### config.mk
export PLATFORM = sky130hd
export DESIGN_NAME = step_sequencer_voice_core
export DESIGN_NICKNAME = d
export VERILOG_FILES = /design/src/design/ssv_pkg.sv /design/src/design/ssv_ram.sv /design/src/design/ssv_queue.sv /design/src/design/ssv_front.sv /design/src/design/ssv_back.sv /design/src/design/step_sequencer_voice_core.sv
export SDC_FILE = /design/constraint.sdc
export NUM_CORES = 2
export LEC_CHECK = 0
export BUFFER_PORTS_ARGS = -buffer_cell sky130_fd_sc_hd__clkbuf_2
export CAP_MARGIN = 20
export CELL_PAD_IN_SITES_DETAIL_PLACEMENT = 1
export CELL_PAD_IN_SITES_GLOBAL_PLACEMENT = 2
export CORE_UTILIZATION = 40
export DETAILED_ROUTE_END_ITERATION = 10
export PLACE_DENSITY = 0.72
export SYNTH_ARGS = -nofsm -noshare
export SYNTH_HDL_FRONTEND = slang
export SYNTH_SLANG_ARGS = --single-unit
### constraint.sdc
create_clock -name clk -period 6.1 [get_ports clk]
set_input_delay 0.305 -clock clk [delete_from_list [all_inputs] [get_ports clk]]
set_output_delay 0.305 -clock clk [all_outputs]
set_load 0.005 [all_outputs]
### src/design/ssv_pkg.sv
// ----------------------------------------------------------------------------
// ssv_pkg
// Shared types and constants for the step sequencer voice: action codes,
// register map, step entry layout and the event command word.
// ----------------------------------------------------------------------------
package ssv_pkg;

	localparam int MAX_STEPS     = 64;
	localparam int CHANNEL_COUNT = 16;
	localparam int QUEUE_DEPTH   = 2;

	localparam int POS_W  = $clog2(MAX_STEPS);
	localparam int LEN_W  = 7;
	localparam int EFF_W  = (POS_W + 1 > LEN_W) ? POS_W + 1 : LEN_W;
	localparam int MASK_W = 16;
	localparam int CH_W   = (CHANNEL_COUNT > 1) ? $clog2(CHANNEL_COUNT) : 1;
	localparam int QP_W   = $clog2(QUEUE_DEPTH);
	localparam int QC_W   = QP_W + 1;
	localparam int ADDR_W = 3;
	localparam int DATA_W = 32;

	localparam logic [MASK_W-1:0] CH_VALID = MASK_W'((64'd1 << CHANNEL_COUNT) - 64'd1);
	localparam logic [6:0]        NOTE_MAX = 7'd127;
	localparam logic [7:0]        NOTE_EMPTY = 8'hFF;
	localparam logic [LEN_W-1:0]  LEN_RESET = LEN_W'(16);
	localparam logic [MASK_W-1:0] MASK_RESET = MASK_W'(1);

	typedef enum logic [2:0] {
		ACT_WRITE    = 3'd0,
		ACT_ERASE    = 3'd1,
		ACT_SET_POS  = 3'd2,
		ACT_ADVANCE  = 3'd3,
		ACT_NOTE_ON  = 3'd4,
		ACT_NOTE_OFF = 3'd5
	} action_t;

	typedef enum logic {
		EV_NOTE_ON  = 1'b0,
		EV_NOTE_OFF = 1'b1
	} event_kind_t;

	typedef enum logic {
		REG_CHANNEL_MASK = 1'b0,
		REG_SEQ_LENGTH   = 1'b1
	} reg_index_t;

	typedef enum logic {
		FR_IDLE = 1'b0,
		FR_EVAL = 1'b1
	} front_state_t;

	typedef enum logic {
		BK_IDLE = 1'b0,
		BK_RUN  = 1'b1
	} back_state_t;

	typedef struct packed {
		logic [7:0] note;
		logic [6:0] vel;
		logic [8:0] prob;
	} step_entry_t;

	typedef struct packed {
		logic        kind;
		logic [6:0]  note;
		logic [6:0]  vel;
		logic [15:0] time_stamp;
	} cmd_t;

endpackage

### src/design/ssv_ram.sv
// ----------------------------------------------------------------------------
// ssv_ram
// Generic single write port, single read port RAM with registered read data.
// ----------------------------------------------------------------------------
module ssv_ram #(
	parameter int WIDTH = 8,
	parameter int DEPTH = 16
) (
	input  logic                     clk,
	input  logic                     we,
	input  logic [$clog2(DEPTH)-1:0] waddr,
	input  logic [WIDTH-1:0]         wdata,
	input  logic                     re,
	input  logic [$clog2(DEPTH)-1:0] raddr,
	output logic [WIDTH-1:0]         rdata
);

	logic [WIDTH-1:0] mem_q [DEPTH];
	logic [WIDTH-1:0] rdata_q;

	always_ff @(posedge clk) begin
		if (we) begin
			mem_q[waddr] <= wdata;
		end
		if (re) begin
			rdata_q <= mem_q[raddr];
		end
	end

	assign rdata = rdata_q;

endmodule

### src/design/ssv_queue.sv
// ----------------------------------------------------------------------------
// ssv_queue
// Short command queue between the classifying front end and the event
// emitter, so each side can stall on its own.
// ----------------------------------------------------------------------------
module ssv_queue (
	input  logic          clk,
	input  logic          arst_n,
	input  logic          push,
	input  ssv_pkg::cmd_t push_cmd,
	input  logic          pop,
	output ssv_pkg::cmd_t head_cmd,
	output logic          full,
	output logic          empty
);
	import ssv_pkg::*;

	cmd_t            entry_q [QUEUE_DEPTH];
	logic [QP_W-1:0] wr_ptr_q;
	logic [QP_W-1:0] rd_ptr_q;
	logic [QC_W-1:0] count_q;

	assign full     = (count_q == QC_W'(QUEUE_DEPTH));
	assign empty    = (count_q == '0);
	assign head_cmd = entry_q[rd_ptr_q];

	always_ff @(posedge clk) begin
		if (push) begin
			entry_q[wr_ptr_q] <= push_cmd;
		end
	end

	always_ff @(posedge clk or negedge arst_n) begin
		if (!arst_n) begin
			wr_ptr_q <= '0;
			rd_ptr_q <= '0;
			count_q  <= '0;
		end else begin
			if (push) begin
				wr_ptr_q <= (wr_ptr_q == QP_W'(QUEUE_DEPTH - 1)) ? '0 : wr_ptr_q + 1'b1;
			end
			if (pop) begin
				rd_ptr_q <= (rd_ptr_q == QP_W'(QUEUE_DEPTH - 1)) ? '0 : rd_ptr_q + 1'b1;
			end
			case ({push, pop})
				2'b10:   count_q <= count_q + 1'b1;
				2'b01:   count_q <= count_q - 1'b1;
				default: count_q <= count_q;
			endcase
		end
	end

	a_no_push_full: assert property (@(posedge clk) disable iff (!arst_n)
		push |-> !full) else $error("word pushed into full queue");
	a_no_pop_empty: assert property (@(posedge clk) disable iff (!arst_n)
		pop |-> !empty) else $error("word popped from empty queue");
	a_count_bound: assert property (@(posedge clk) disable iff (!arst_n)
		count_q <= QC_W'(QUEUE_DEPTH)) else $error("queue count overflow");

endmodule

### src/design/ssv_front.sv
// ----------------------------------------------------------------------------
// ssv_front
// Accepts and classifies input words: keeps the step table, play position
// and sounding note, and turns note-on and note-off actions into commands.
// ----------------------------------------------------------------------------
module ssv_front (
	input  logic                      clk,
	input  logic                      arst_n,
	input  logic                      start,
	output logic                      busy,
	input  logic [2:0]                action,
	input  logic [5:0]                step_index,
	input  logic [7:0]                note_number,
	input  logic [6:0]                note_velocity,
	input  logic [8:0]                note_probability,
	input  logic [7:0]                transposition,
	input  logic [7:0]                random_draw,
	input  logic [15:0]               sample_offset,
	input  logic [ssv_pkg::LEN_W-1:0] seq_length,
	input  logic                      q_full,
	output logic                      push,
	output ssv_pkg::cmd_t             push_cmd
);
	import ssv_pkg::*;

	front_state_t         state_q;
	front_state_t         state_d;
	logic                 eval_en;
	logic                 accept;
	action_t              act;

	logic [POS_W-1:0]     pos_q;
	logic [MAX_STEPS-1:0] step_vld_q;
	logic                 snd_vld_q;
	logic [6:0]           snd_note_q;
	logic [7:0]           trans_q;
	logic [7:0]           draw_q;
	logic [15:0]          time_q;

	logic [EFF_W-1:0]     eff_len;
	logic                 idx_in_len;
	logic [EFF_W-1:0]     pos_inc;
	logic                 ram_we;
	logic                 ram_re;
	step_entry_t          ram_wdata;
	step_entry_t          ram_rdata;
	step_entry_t          cur_step;
	logic                 fire;
	logic signed [8:0]    note_sum;
	logic [6:0]           note_clamped;
	logic                 off_push;

	assign act    = action_t'(action);
	assign accept = start && !busy;

	// zero acts as one, anything above the table acts as the table size
	always_comb begin
		if (seq_length == '0) begin
			eff_len = EFF_W'(1);
		end else if (EFF_W'(seq_length) > EFF_W'(MAX_STEPS)) begin
			eff_len = EFF_W'(MAX_STEPS);
		end else begin
			eff_len = EFF_W'(seq_length);
		end
	end

	assign idx_in_len = (EFF_W'(step_index) < eff_len);
	assign pos_inc    = EFF_W'(pos_q) + EFF_W'(1);

	assign ram_we    = accept && (act == ACT_WRITE) && idx_in_len;
	assign ram_re    = accept && (act == ACT_NOTE_ON);
	assign ram_wdata = '{note: note_number, vel: note_velocity, prob: note_probability};

	ssv_ram #(
		.WIDTH ($bits(step_entry_t)),
		.DEPTH (MAX_STEPS)
	) u_step_ram (
		.clk   (clk),
		.we    (ram_we),
		.waddr (POS_W'(step_index)),
		.wdata (ram_wdata),
		.re    (ram_re),
		.raddr (pos_q),
		.rdata (ram_rdata)
	);

	// a step never written or erased reads as empty
	always_comb begin
		cur_step = ram_rdata;
		if (!step_vld_q[pos_q]) begin
			cur_step.note = NOTE_EMPTY;
		end
	end

	assign note_sum = $signed({cur_step.note[7], cur_step.note}) +
		$signed({trans_q[7], trans_q});

	always_comb begin
		if (note_sum < 0) begin
			note_clamped = '0;
		end else if (note_sum > $signed({2'b00, NOTE_MAX})) begin
			note_clamped = NOTE_MAX;
		end else begin
			note_clamped = note_sum[6:0];
		end
	end

	assign fire = eval_en && (EFF_W'(pos_q) < eff_len) &&
		(cur_step.note != NOTE_EMPTY) && ({1'b0, draw_q} <= cur_step.prob);

	assign off_push = accept && (act == ACT_NOTE_OFF) && snd_vld_q;

	always_comb begin
		push = fire || off_push;
		if (fire) begin
			push_cmd = '{kind: EV_NOTE_ON, note: note_clamped, vel: cur_step.vel,
				time_stamp: time_q};
		end else begin
			push_cmd = '{kind: EV_NOTE_OFF, note: snd_note_q, vel: 7'd0,
				time_stamp: sample_offset};
		end
	end

	always_comb begin
		state_d = state_q;
		case (state_q)
			FR_IDLE: begin
				if (accept && (act == ACT_NOTE_ON)) begin
					state_d = FR_EVAL;
				end
			end
			FR_EVAL: state_d = FR_IDLE;
			default: state_d = FR_IDLE;
		endcase
	end

	always_comb begin
		case (state_q)
			FR_IDLE: begin
				eval_en = 1'b0;
				busy    = q_full;
			end
			FR_EVAL: begin
				eval_en = 1'b1;
				busy    = 1'b1;
			end
			default: begin
				eval_en = 1'b0;
				busy    = 1'b1;
			end
		endcase
	end

	always_ff @(posedge clk) begin
		if (ram_re) begin
			trans_q <= transposition;
			draw_q  <= random_draw;
			time_q  <= sample_offset;
		end
	end

	always_ff @(posedge clk or negedge arst_n) begin
		if (!arst_n) begin
			state_q    <= FR_IDLE;
			pos_q      <= '0;
			step_vld_q <= '0;
			snd_vld_q  <= 1'b0;
			snd_note_q <= '0;
		end else begin
			state_q <= state_d;
			if (accept) begin
				case (act)
					ACT_WRITE: begin
						if (idx_in_len) begin
							step_vld_q[POS_W'(step_index)] <= 1'b1;
						end
					end
					ACT_ERASE: begin
						if (idx_in_len) begin
							step_vld_q[POS_W'(step_index)] <= 1'b0;
						end
					end
					ACT_SET_POS: begin
						pos_q <= (EFF_W'(step_index) < EFF_W'(MAX_STEPS)) ?
							POS_W'(step_index) : '0;
					end
					ACT_ADVANCE: begin
						pos_q <= (pos_inc >= eff_len) ? '0 : POS_W'(pos_inc);
					end
					ACT_NOTE_OFF: snd_vld_q <= 1'b0;
					default: ;
				endcase
			end
			if (fire) begin
				snd_vld_q  <= 1'b1;
				snd_note_q <= note_clamped;
			end
		end
	end

	a_eval_one_cycle: assert property (@(posedge clk) disable iff (!arst_n)
		state_q == FR_EVAL |=> state_q == FR_IDLE) else $error("evaluation overran");
	a_fire_after_read: assert property (@(posedge clk) disable iff (!arst_n)
		fire |-> $past(ram_re)) else $error("note-on fired without table read");
	a_single_push: assert property (@(posedge clk) disable iff (!arst_n)
		!(fire && off_push)) else $error("two commands in one cycle");

endmodule

### src/design/ssv_back.sv
// ----------------------------------------------------------------------------
// ssv_back
// Event emitter: takes one command from the queue and walks the channel
// mask, sending one event per enabled channel and marking the final one.
// ----------------------------------------------------------------------------
module ssv_back (
	input  logic                       clk,
	input  logic                       arst_n,
	input  logic [ssv_pkg::MASK_W-1:0] channel_mask,
	input  logic                       q_empty,
	input  ssv_pkg::cmd_t              head_cmd,
	output logic                       pop,
	output logic                       strobe,
	output logic                       event_kind,
	output logic [4:0]                 midi_channel,
	output logic [6:0]                 midi_note,
	output logic [6:0]                 midi_velocity,
	output logic [15:0]                event_time,
	output logic                       last_event
);
	import ssv_pkg::*;

	back_state_t       state_q;
	back_state_t       state_d;
	cmd_t              cmd_q;
	logic [CH_W-1:0]   ch_q;
	logic [MASK_W-1:0] mask_eff;
	logic [MASK_W-1:0] above;
	logic              emit;
	logic              done;
	logic              strobe_q;
	logic              last_q;
	logic [4:0]        chan_q;
	cmd_t              out_q;

	assign mask_eff = channel_mask & CH_VALID;
	// enabled channels above the current one
	assign above    = (mask_eff >> ch_q) >> 1;

	always_comb begin
		state_d = state_q;
		case (state_q)
			BK_IDLE: begin
				if (!q_empty) begin
					state_d = BK_RUN;
				end
			end
			BK_RUN: begin
				if (done) begin
					state_d = BK_IDLE;
				end
			end
			default: state_d = BK_IDLE;
		endcase
	end

	always_comb begin
		case (state_q)
			BK_IDLE: begin
				pop  = !q_empty;
				emit = 1'b0;
				done = 1'b0;
			end
			BK_RUN: begin
				pop  = 1'b0;
				emit = mask_eff[ch_q];
				done = (above == '0);
			end
			default: begin
				pop  = 1'b0;
				emit = 1'b0;
				done = 1'b1;
			end
		endcase
	end

	always_ff @(posedge clk) begin
		if (pop) begin
			cmd_q <= head_cmd;
		end
		if (emit) begin
			out_q  <= cmd_q;
			chan_q <= 5'(ch_q) + 5'd1;
			last_q <= done;
		end
	end

	always_ff @(posedge clk or negedge arst_n) begin
		if (!arst_n) begin
			state_q  <= BK_IDLE;
			ch_q     <= '0;
			strobe_q <= 1'b0;
		end else begin
			state_q  <= state_d;
			strobe_q <= emit;
			if (pop) begin
				ch_q <= '0;
			end else if (state_q == BK_RUN && !done) begin
				ch_q <= ch_q + 1'b1;
			end
		end
	end

	assign strobe        = strobe_q;
	assign event_kind    = out_q.kind;
	assign midi_channel  = chan_q;
	assign midi_note     = out_q.note;
	assign midi_velocity = out_q.vel;
	assign event_time    = out_q.time_stamp;
	assign last_event    = last_q;

	a_strobe_from_run: assert property (@(posedge clk) disable iff (!arst_n)
		strobe_q |-> $past(state_q == BK_RUN)) else $error("event outside run");
	a_done_leaves_run: assert property (@(posedge clk) disable iff (!arst_n)
		(state_q == BK_RUN && done) |=> state_q == BK_IDLE) else $error("run overran");
	a_pop_only_idle: assert property (@(posedge clk) disable iff (!arst_n)
		pop |-> state_q == BK_IDLE) else $error("pop while emitting");

endmodule

### src/design/step_sequencer_voice_core.sv
// ----------------------------------------------------------------------------
// step_sequencer_voice_core
// One voice of a step sequencer with a 64-step table, play position and
// per-channel note-on and note-off event generation.
// ----------------------------------------------------------------------------
// A word is taken when start is high and busy is low. Table writes, erases,
// position moves and note-offs are done in the front end as the word is taken;
// a note-on is then evaluated in the FR_EVAL state, as the step is read from
// the table RAM with a registered read. Each note command goes through a
// two-word queue to the emitter, which takes it in its idle state and then
// steps through the channels up to the highest enabled one. Events leave at
// most one per cycle on strobe, with gaps for disabled channels, and cannot
// be held off. busy rises while a note-on is looked up or the queue is full.
// Step table validity is held in flip-flops, so no clearing pass follows reset.
// Configuration: channel_mask at byte address 0, sequence_length at 4.
module step_sequencer_voice_core (
	input  logic        clk,
	input  logic        arst_n,
	input  logic        start,
	output logic        busy,
	input  logic [2:0]  action,
	input  logic [5:0]  step_index,
	input  logic [7:0]  note_number,
	input  logic [6:0]  note_velocity,
	input  logic [8:0]  note_probability,
	input  logic [7:0]  transposition,
	input  logic [7:0]  random_draw,
	input  logic [15:0] sample_offset,
	output logic        strobe,
	output logic        event_kind,
	output logic [4:0]  midi_channel,
	output logic [6:0]  midi_note,
	output logic [6:0]  midi_velocity,
	output logic [15:0] event_time,
	output logic        last_event,
	input  logic        psel,
	input  logic        penable,
	input  logic        pwrite,
	input  logic [2:0]  paddr,
	input  logic [31:0] pwdata,
	output logic [31:0] prdata,
	output logic        pready
);
	import ssv_pkg::*;

	logic [MASK_W-1:0] channel_mask_q;
	logic [LEN_W-1:0]  seq_length_q;
	logic              cfg_wr;
	reg_index_t        reg_sel;
	logic              q_full;
	logic              q_empty;
	logic              push;
	logic              pop;
	cmd_t              push_cmd;
	cmd_t              head_cmd;

	assign pready  = 1'b1;
	assign reg_sel = reg_index_t'(paddr[2]);
	assign cfg_wr  = psel && penable && pwrite && pready;

	always_ff @(posedge clk or negedge arst_n) begin
		if (!arst_n) begin
			channel_mask_q <= MASK_RESET;
			seq_length_q   <= LEN_RESET;
		end else if (cfg_wr) begin
			case (reg_sel)
				REG_CHANNEL_MASK: channel_mask_q <= pwdata[MASK_W-1:0];
				REG_SEQ_LENGTH:   seq_length_q   <= pwdata[LEN_W-1:0];
				default: ;
			endcase
		end
	end

	always_comb begin
		case (reg_sel)
			REG_CHANNEL_MASK: prdata = DATA_W'(channel_mask_q);
			REG_SEQ_LENGTH:   prdata = DATA_W'(seq_length_q);
			default:          prdata = '0;
		endcase
	end

	ssv_front u_front (
		.clk              (clk),
		.arst_n           (arst_n),
		.start            (start),
		.busy             (busy),
		.action           (action),
		.step_index       (step_index),
		.note_number      (note_number),
		.note_velocity    (note_velocity),
		.note_probability (note_probability),
		.transposition    (transposition),
		.random_draw      (random_draw),
		.sample_offset    (sample_offset),
		.seq_length       (seq_length_q),
		.q_full           (q_full),
		.push             (push),
		.push_cmd         (push_cmd)
	);

	ssv_queue u_queue (
		.clk      (clk),
		.arst_n   (arst_n),
		.push     (push),
		.push_cmd (push_cmd),
		.pop      (pop),
		.head_cmd (head_cmd),
		.full     (q_full),
		.empty    (q_empty)
	);

	ssv_back u_back (
		.clk           (clk),
		.arst_n        (arst_n),
		.channel_mask  (channel_mask_q),
		.q_empty       (q_empty),
		.head_cmd      (head_cmd),
		.pop           (pop),
		.strobe        (strobe),
		.event_kind    (event_kind),
		.midi_channel  (midi_channel),
		.midi_note     (midi_note),
		.midi_velocity (midi_velocity),
		.event_time    (event_time),
		.last_event    (last_event)
	);

endmodule

# [Yosys cells after proc, flatten, opt, wreduce, memory -nomap -nowiden]
# Memories as Yosys holds them, arrays and structs flattened. A register that Yosys moved wholly into a read port is not among the register bits.
# Index checks and enable logic that the tools add are counted.
[classes] addsub=8 n_lt_le_gt_ge=11 eq_ne=11 n_shift=1 n_mux=40 bitwise_logic=6 reduce_logical=32
[op_table] operator="two-way mux 64 bit" n=2
[op_table] operator="case mux 64 bit (2 select lines)" n=1
[op_table] operator="bitwise AND 64 bit" n=1
[op_table] operator="NOT 64 bit" n=1
[op_table] operator="OR 64 bit" n=1
[op_table] operator="case mux 32 bit (2 select lines)" n=1
[op_table] operator="two-way mux 31 bit" n=1
[op_table] operator="two-way mux 7 bit" n=4
[op_table] operator="logical NOT 16 bit" n=1
[op_table] operator=">> shifter 16 x 4 -> 16 bit" n=1
[op_table] operator="two-way mux 1 bit" n=15
[op_table] operator="less-than comparator 6 x 7 -> 1 bit" n=2
[op_table] operator="less-than comparator 6 x 7 -> 1 bit, second input constant" n=2
[op_table] operator="case mux 1 bit (2 select lines)" n=7
[op_table] operator="logical AND 1 bit" n=13
[op_table] operator="case mux 6 bit (2 select lines)" n=1
[op_table] operator="nonzero test 2 bit" n=6
[op_table] operator="adder 8 x 8 -> 9 bit" n=1
[op_table] operator="> comparator 9 x 8 -> 1 bit, second input constant" n=1
[op_table] operator="<= comparator 8 x 9 -> 1 bit" n=1
[op_table] operator="less-than comparator 9 x 1 -> 1 bit, second input constant" n=1
[op_table] operator="two-way mux 4 bit" n=2
[op_table] operator="two-way mux 8 bit" n=1
[op_table] operator="!= test 8 bit, second input constant" n=1
[op_table] operator="other kinds (29)" n=41
[totals] regBits=181 ram_bits=1598 input_bits=106 output_inout_bits=72 word_cells=133 memories=2
[mem_list] memory="u_front.u_step_ram.mem_q" words=64 word_bits=24 read_ports=1 rd_clocked_by_memory_dff=1 wr=1 line_no="ssv_ram.sv:18" rtl="logic [WIDTH-1:0] mem_q [DEPTH];"
[mem_list] memory="u_queue.entry_q" words=2 word_bits=31 read_ports=1 rd_clocked_by_memory_dff=1 wr=1 line_no="ssv_queue.sv:18" rtl="cmd_t entry_q [QUEUE_DEPTH];"

# [Longest topological paths before layout]
[logic_depth] ltp_word=10 depth_mapped=18

# [Cells and area by module]
# A second synthesis with hierarchy kept.
[hier_totals] cells_unflattened=3547 area_unflattened_um2=72892.4
[modules_own_cells] module="ssv_ram" instances=1 cells_per_inst=2610 area_per_inst_um2=59535.8
[modules_own_cells] module="ssv_front" instances=1 cells_per_inst=593 area_per_inst_um2=6776.5
[modules_own_cells] module="ssv_back" instances=1 cells_per_inst=145 area_per_inst_um2=2796.4
[modules_own_cells] module="ssv_queue" instances=1 cells_per_inst=113 area_per_inst_um2=2576.2
[modules_own_cells] module="step_sequencer_voice_core" instances=1 cells_per_inst=86 area_per_inst_um2=1207.4

# [Worst setup path after synthesis]
# No wires, ideal clock.
[synth_path] path_kind="register -> register" from="reg u_queue.count_q[0]" to="reg u_front.draw_q[0] (enable)" t_arrival_ns=4.744 required_ns=5.561 setup_slack_ns=0.817 stages_incl_launch_ff=6 n_path_buf=0 cell_sequence="dfrtp_1 inv_1 a21oi_1 and2_1 nand2_1 nor3_1"
[synth_via] elab_chain_len=5
[synth_lines] element="from (decl)" line_no="ssv_queue.sv:21" rtl="logic [QC_W-1:0] count_q;"
[synth_lines] element="from (signal assigned)" line_no="ssv_queue.sv:46" rtl="2'b10: count_q <= count_q + 1'b1;"
[synth_lines] element="from (signal assigned)" line_no="ssv_queue.sv:47" rtl="2'b01: count_q <= count_q - 1'b1;"
[synth_lines] element="from (signal assigned)" line_no="ssv_queue.sv:48" rtl="default: count_q <= count_q;"
[synth_lines] element="== test 2 bit" line_no="ssv_queue.sv:23" rtl="assign full = (count_q == QC_W'(QUEUE_DEPTH));"
[synth_lines] element="case mux 1 bit (2 select lines)" line_no="ssv_front.sv:138" rtl="case (state_q)"
[synth_lines] element="logical NOT 1 bit" line_no="ssv_front.sv:54" rtl="assign accept = start && !busy;"
[synth_lines] element="logical AND 1 bit" line_no="ssv_front.sv:54"
[synth_lines] element="logical AND 1 bit" line_no="ssv_front.sv:71" rtl="assign ram_re = accept && (act == ACT_NOTE_ON);"
[synth_lines] element="named net u_front.ram_re" line_no="ssv_front.sv:44" rtl="logic ram_re;"
[synth_lines] element="to (signal assigned)" line_no="ssv_front.sv:157" rtl="draw_q <= random_draw;"
[synth_lines] element="to (decl)" line_no="ssv_front.sv:37" rtl="logic [7:0] draw_q;"
# The timed path passes the listed nets, and every way through them passes these cells.
# A chain may end at the register's enable or synchronous reset.

==> impl_metrics.tcl <==
set metrics [dict create \
    status "finished, final reports clean" \
    hp-start "action[0]" \
    post-route-util 0.468 \
    irDropWorstVdd_mv 0.445 \
    multiInputGateArea_mm2 0.0169 \
    tightest_slew_ns 1.15 \
    startpoint "u_front.pos_q[0]" \
    synthCells 3665 \
    hold_buffers 54 \
    crit_path_frequent_cell "nand3_1" \
    insertion_delay_ns 0.83 \
    clkSlewWorstSetupHoldPaths_ns 0.06 \
    grt_antenna_before_repair 18 \
    post_cts_buffers 0 \
    drtIter0Drc 3632 \
    async_flop_share 0.0611 \
    slew_headroom 0.230 \
    die_h_um 426 \
    cts-root-buf "clkbuf_16" \
    max-cap-violations 0 \
    core_area_mm2 0.179 \
    yosys.area_share.simple 0.0170 \
    seq_area_mm2 0.0545 \
    synth_edf_count 1722 \
    synth_compound_area_frac 0.0558 \
    die_w_um 426 \
    grt_use_total 0.215 \
    fin_tns_setup_ns 0 \
    clockBufferDepth 3 \
    areaGrowthSynthToFinish_pct 16.0 \
    ys.flop_type "edfxtp_1" \
    clock-sinks 1834 \
    cts_buffers 186 \
    path_class "register to register" \
    grt_pass1_vias 39100 \
    cts_resized 0 \
    num_rows 155 \
    ant_nets 0 \
    finalHoldViolations 0 \
    finalMaxSlewViolations 0 \
    drc 0 \
    initial_core_util 0.404 \
    crit_chain "mux4_2 > and2_1 > a211oi_1 > a311oi_1 > o22ai_1 > buf_4 > or2_2 > ha_1 > fa_1 > nand3_1 > nand3_1 > a31o_2 > a211o_1 > mux2_2 > o21ai_0 > o31ai_1" \
    drt_wl_total_mm 197 \
    hold_path_class "input pin to register" \
    power_leakage_nw 26.8 \
    yosys_warnings 0 \
    cp_num_buf_inv 1 \
    synth.area.mux_share 0.146 \
    grt_first_pass_wirelength_mm 280 \
    grt_max_degree 105 \
    power_mw 36.9 \
    finalSetupViolCount 0 \
    rsz0062_at_grt "no" \
    nFillCells 16355 \
    cts_tree "done" \
    drive_gt1_frac 0.259 \
    syn_avg_cell_area_um2 19.7 \
    path_max_fanout 22 \
    crit_slowest_cell "dfrtp_4" \
    gp_congestion 0.775 \
    vias_per_cell 5.85 \
    first_pass_iters 5 \
    cp_data_arrival_time_ns 5.23 \
    start_kind "register" \
    max_freq_mhz 213 \
    wire_per_inst_um 30.2 \
    critPathRequiredTime_ns 6.64 \
    reg2reg_from "u_front.pos_q[0]" \
    fin_crit_sh 0.768 \
    cp_top_family "compound AO/OA/AOI/OAI gates" \
    ys_ff_latch 1834 \
    dr_total_vias 38021 \
    end_kind "register" \
    synth_cell_types 66 \
    nets 4122 \
    die_area_mm2 0.182 \
    yosys.area_share.adder 0.00687 \
    fin_crit_ns 4.69 \
    power_density_mw_per_mm2 441 \
    crit_path_max_incr_delay_ns 0.65 \
    io_buffers 142 \
    h-tree-depth 4 \
    gr-total-overflow 0 \
    syn-cell-area_mm2 0.0721 \
    finClkSkew_ns 0.0526 \
    synth_xor_area_frac 0.00194 \
    hpwl_mm 108 \
    synth_top_family_by_area "multiplexers" \
    pin_count 178 \
    ys_seq_area_frac 0.756 \
]
==> cell usage after synthesis (8+ instances only) <==
library cell  number  area, um^2
a31oi_1          128         801
edfxtp_1        1722       51700
clkbuf_1         140         526
nand2b_1          10        62.6
mux2i_1          208        2080
and2_1            14        87.6
buf_2             47         235
o221ai_1          96         841
nor2b_1           17         106
dfrtp_1          110        2750
o22ai_1          103         644
nand2_1           39         146
o21ai_0          131         656
nand3_1           21         105
nor2_1            98         368
or2_2             10        62.6
buf_1             27         101
nor3_1            14        70.1
a21oi_1          112         561
mux2_2            79         890
xnor2_1            9        78.8
inv_1             31         116
buf_4             18         135
ha_1              38         475
mux4_2           330        7430
nand4_1            8        50.1
==> layer usage <==
layer	global-route usage	part of all wire	up-vias
met1	0.299	0.43	20528
li1	-	-	15905
met2	0.350	0.48	1318
met4	0.0670	0.028	2
met3	0.0329	0.061	268
met5	0	0.000097	-
==> report_power, final <==
part	switching [mW]	internal, mW	leakage [nW]
sequential	0.433	14.3	17.0
combinational	6.31	4.23	6.79
clock	4.94	6.63	3.03
total	11.7	25.2	26.8
==> through the flow <==
step | worst slack (ns) | instance area [um^2] | std cells | hold slack [ns]
after floorplan | 0.817 | 72100 | 3680 | 0.00941
after global placement | 1.35 | 76300 | 6064 | 0.403
after detailed placement | 1.34 | 76500 | 6073 | 0.405
after CTS | 1.35 | 83200 | 6480 | 0.0345
after global routing | 1.14 | 83600 | 6497 | 0.0666
final | 1.41 | 83600 | 6500 | 0.0881
==> final cells by class <==
class | instances | share of cell area
Clock inverter | 126 | 0.0157
Sequential cell | 1834 | 0.652
Timing Repair Buffer | 342 | 0.0338
Clock buffer | 227 | 0.0585
Inverter | 33 | 0.00154
Tap cell | 2355 | 0.0353
Antenna cell | 3 | 0.0000898
Multi-Input combinational cell | 1580 | 0.203
==> worst reg2reg max path, stage by stage, from the launching register on <==
cell	delay [ns]
dfrtp_4	0.65
mux4_2	0.44
and2_1	0.12
a211oi_1	0.05
a311oi_1	0.47
o22ai_1	0.16
buf_4	0.21
or2_2	0.29
ha_1	0.22
fa_1	0.44
nand3_1	0.11
nand3_1	0.12
a31o_2	0.29
a211o_1	0.36
mux2_2	0.30
o21ai_0	0.08
o31ai_1	0.13
==> logic make-up after synthesis <==
logic type	count (synthesis)
flops	1834
compound gates	632
mux	622
buf+inv	266
simple gates	254
fa+ha+maj	39
xor+xnor	16
other cells	2
==> worst paths after layout <==
path	to	slack [ns]	cells after the start
worst min register to register	u_back.midi_velocity[5]	0.42	0
worst max register to register	u_queue.entry_q[1][24]	1.41	16
min in group asynchronous	channel_mask_q[14]	0.21	2
worst min-delay path	u_front.pos_q[3]	0.09	3
worst max-delay path	u_queue.entry_q[1][24]	1.41	16
max in group asynchronous	asynchronous set/reset pin	4.73	3
==> placed cells by master (no fill, tap or decap), drive strengths merged, types with 8 or more instances in the layout <==
cell type and n:
and2 16, nand4 8, or2 10, o22ai 104, clkinv 94, nor3 14
nand3 21, o21ai 131, mux2 79, mux2i 208, nor2b 17, bufinv 21
xnor2 9, o221ai 96, edfxtp 1722, nand2 39, buf 147, inv 38
a31oi 128, ha 38, a21oi 112, nor2 99, dlygate4sd3 54, mux4 335
clkbuf 368, conb 17, nand2b 10, dfrtp 110
==> state kept, by name, indices dropped and copies added, names as in the netlist, 2 cells and up, named ones only <==
register,count
channel_mask_q,16
seq_length_q,7
u_back.ch_q,4
u_back.cmd_q,31
u_back.event_time,16
u_back.midi_channel,5
u_back.midi_note,7
u_back.midi_velocity,7
u_front.draw_q,8
u_front.pos_q,6
u_front.snd_note_q,7
u_front.time_q,16
u_front.trans_q,8
u_front.u_step_ram.mem_q,1536
u_front.u_step_ram.rdata,24
u_queue.count_q,2
u_queue.entry_q,62
(Power assumes the default switching activity.)
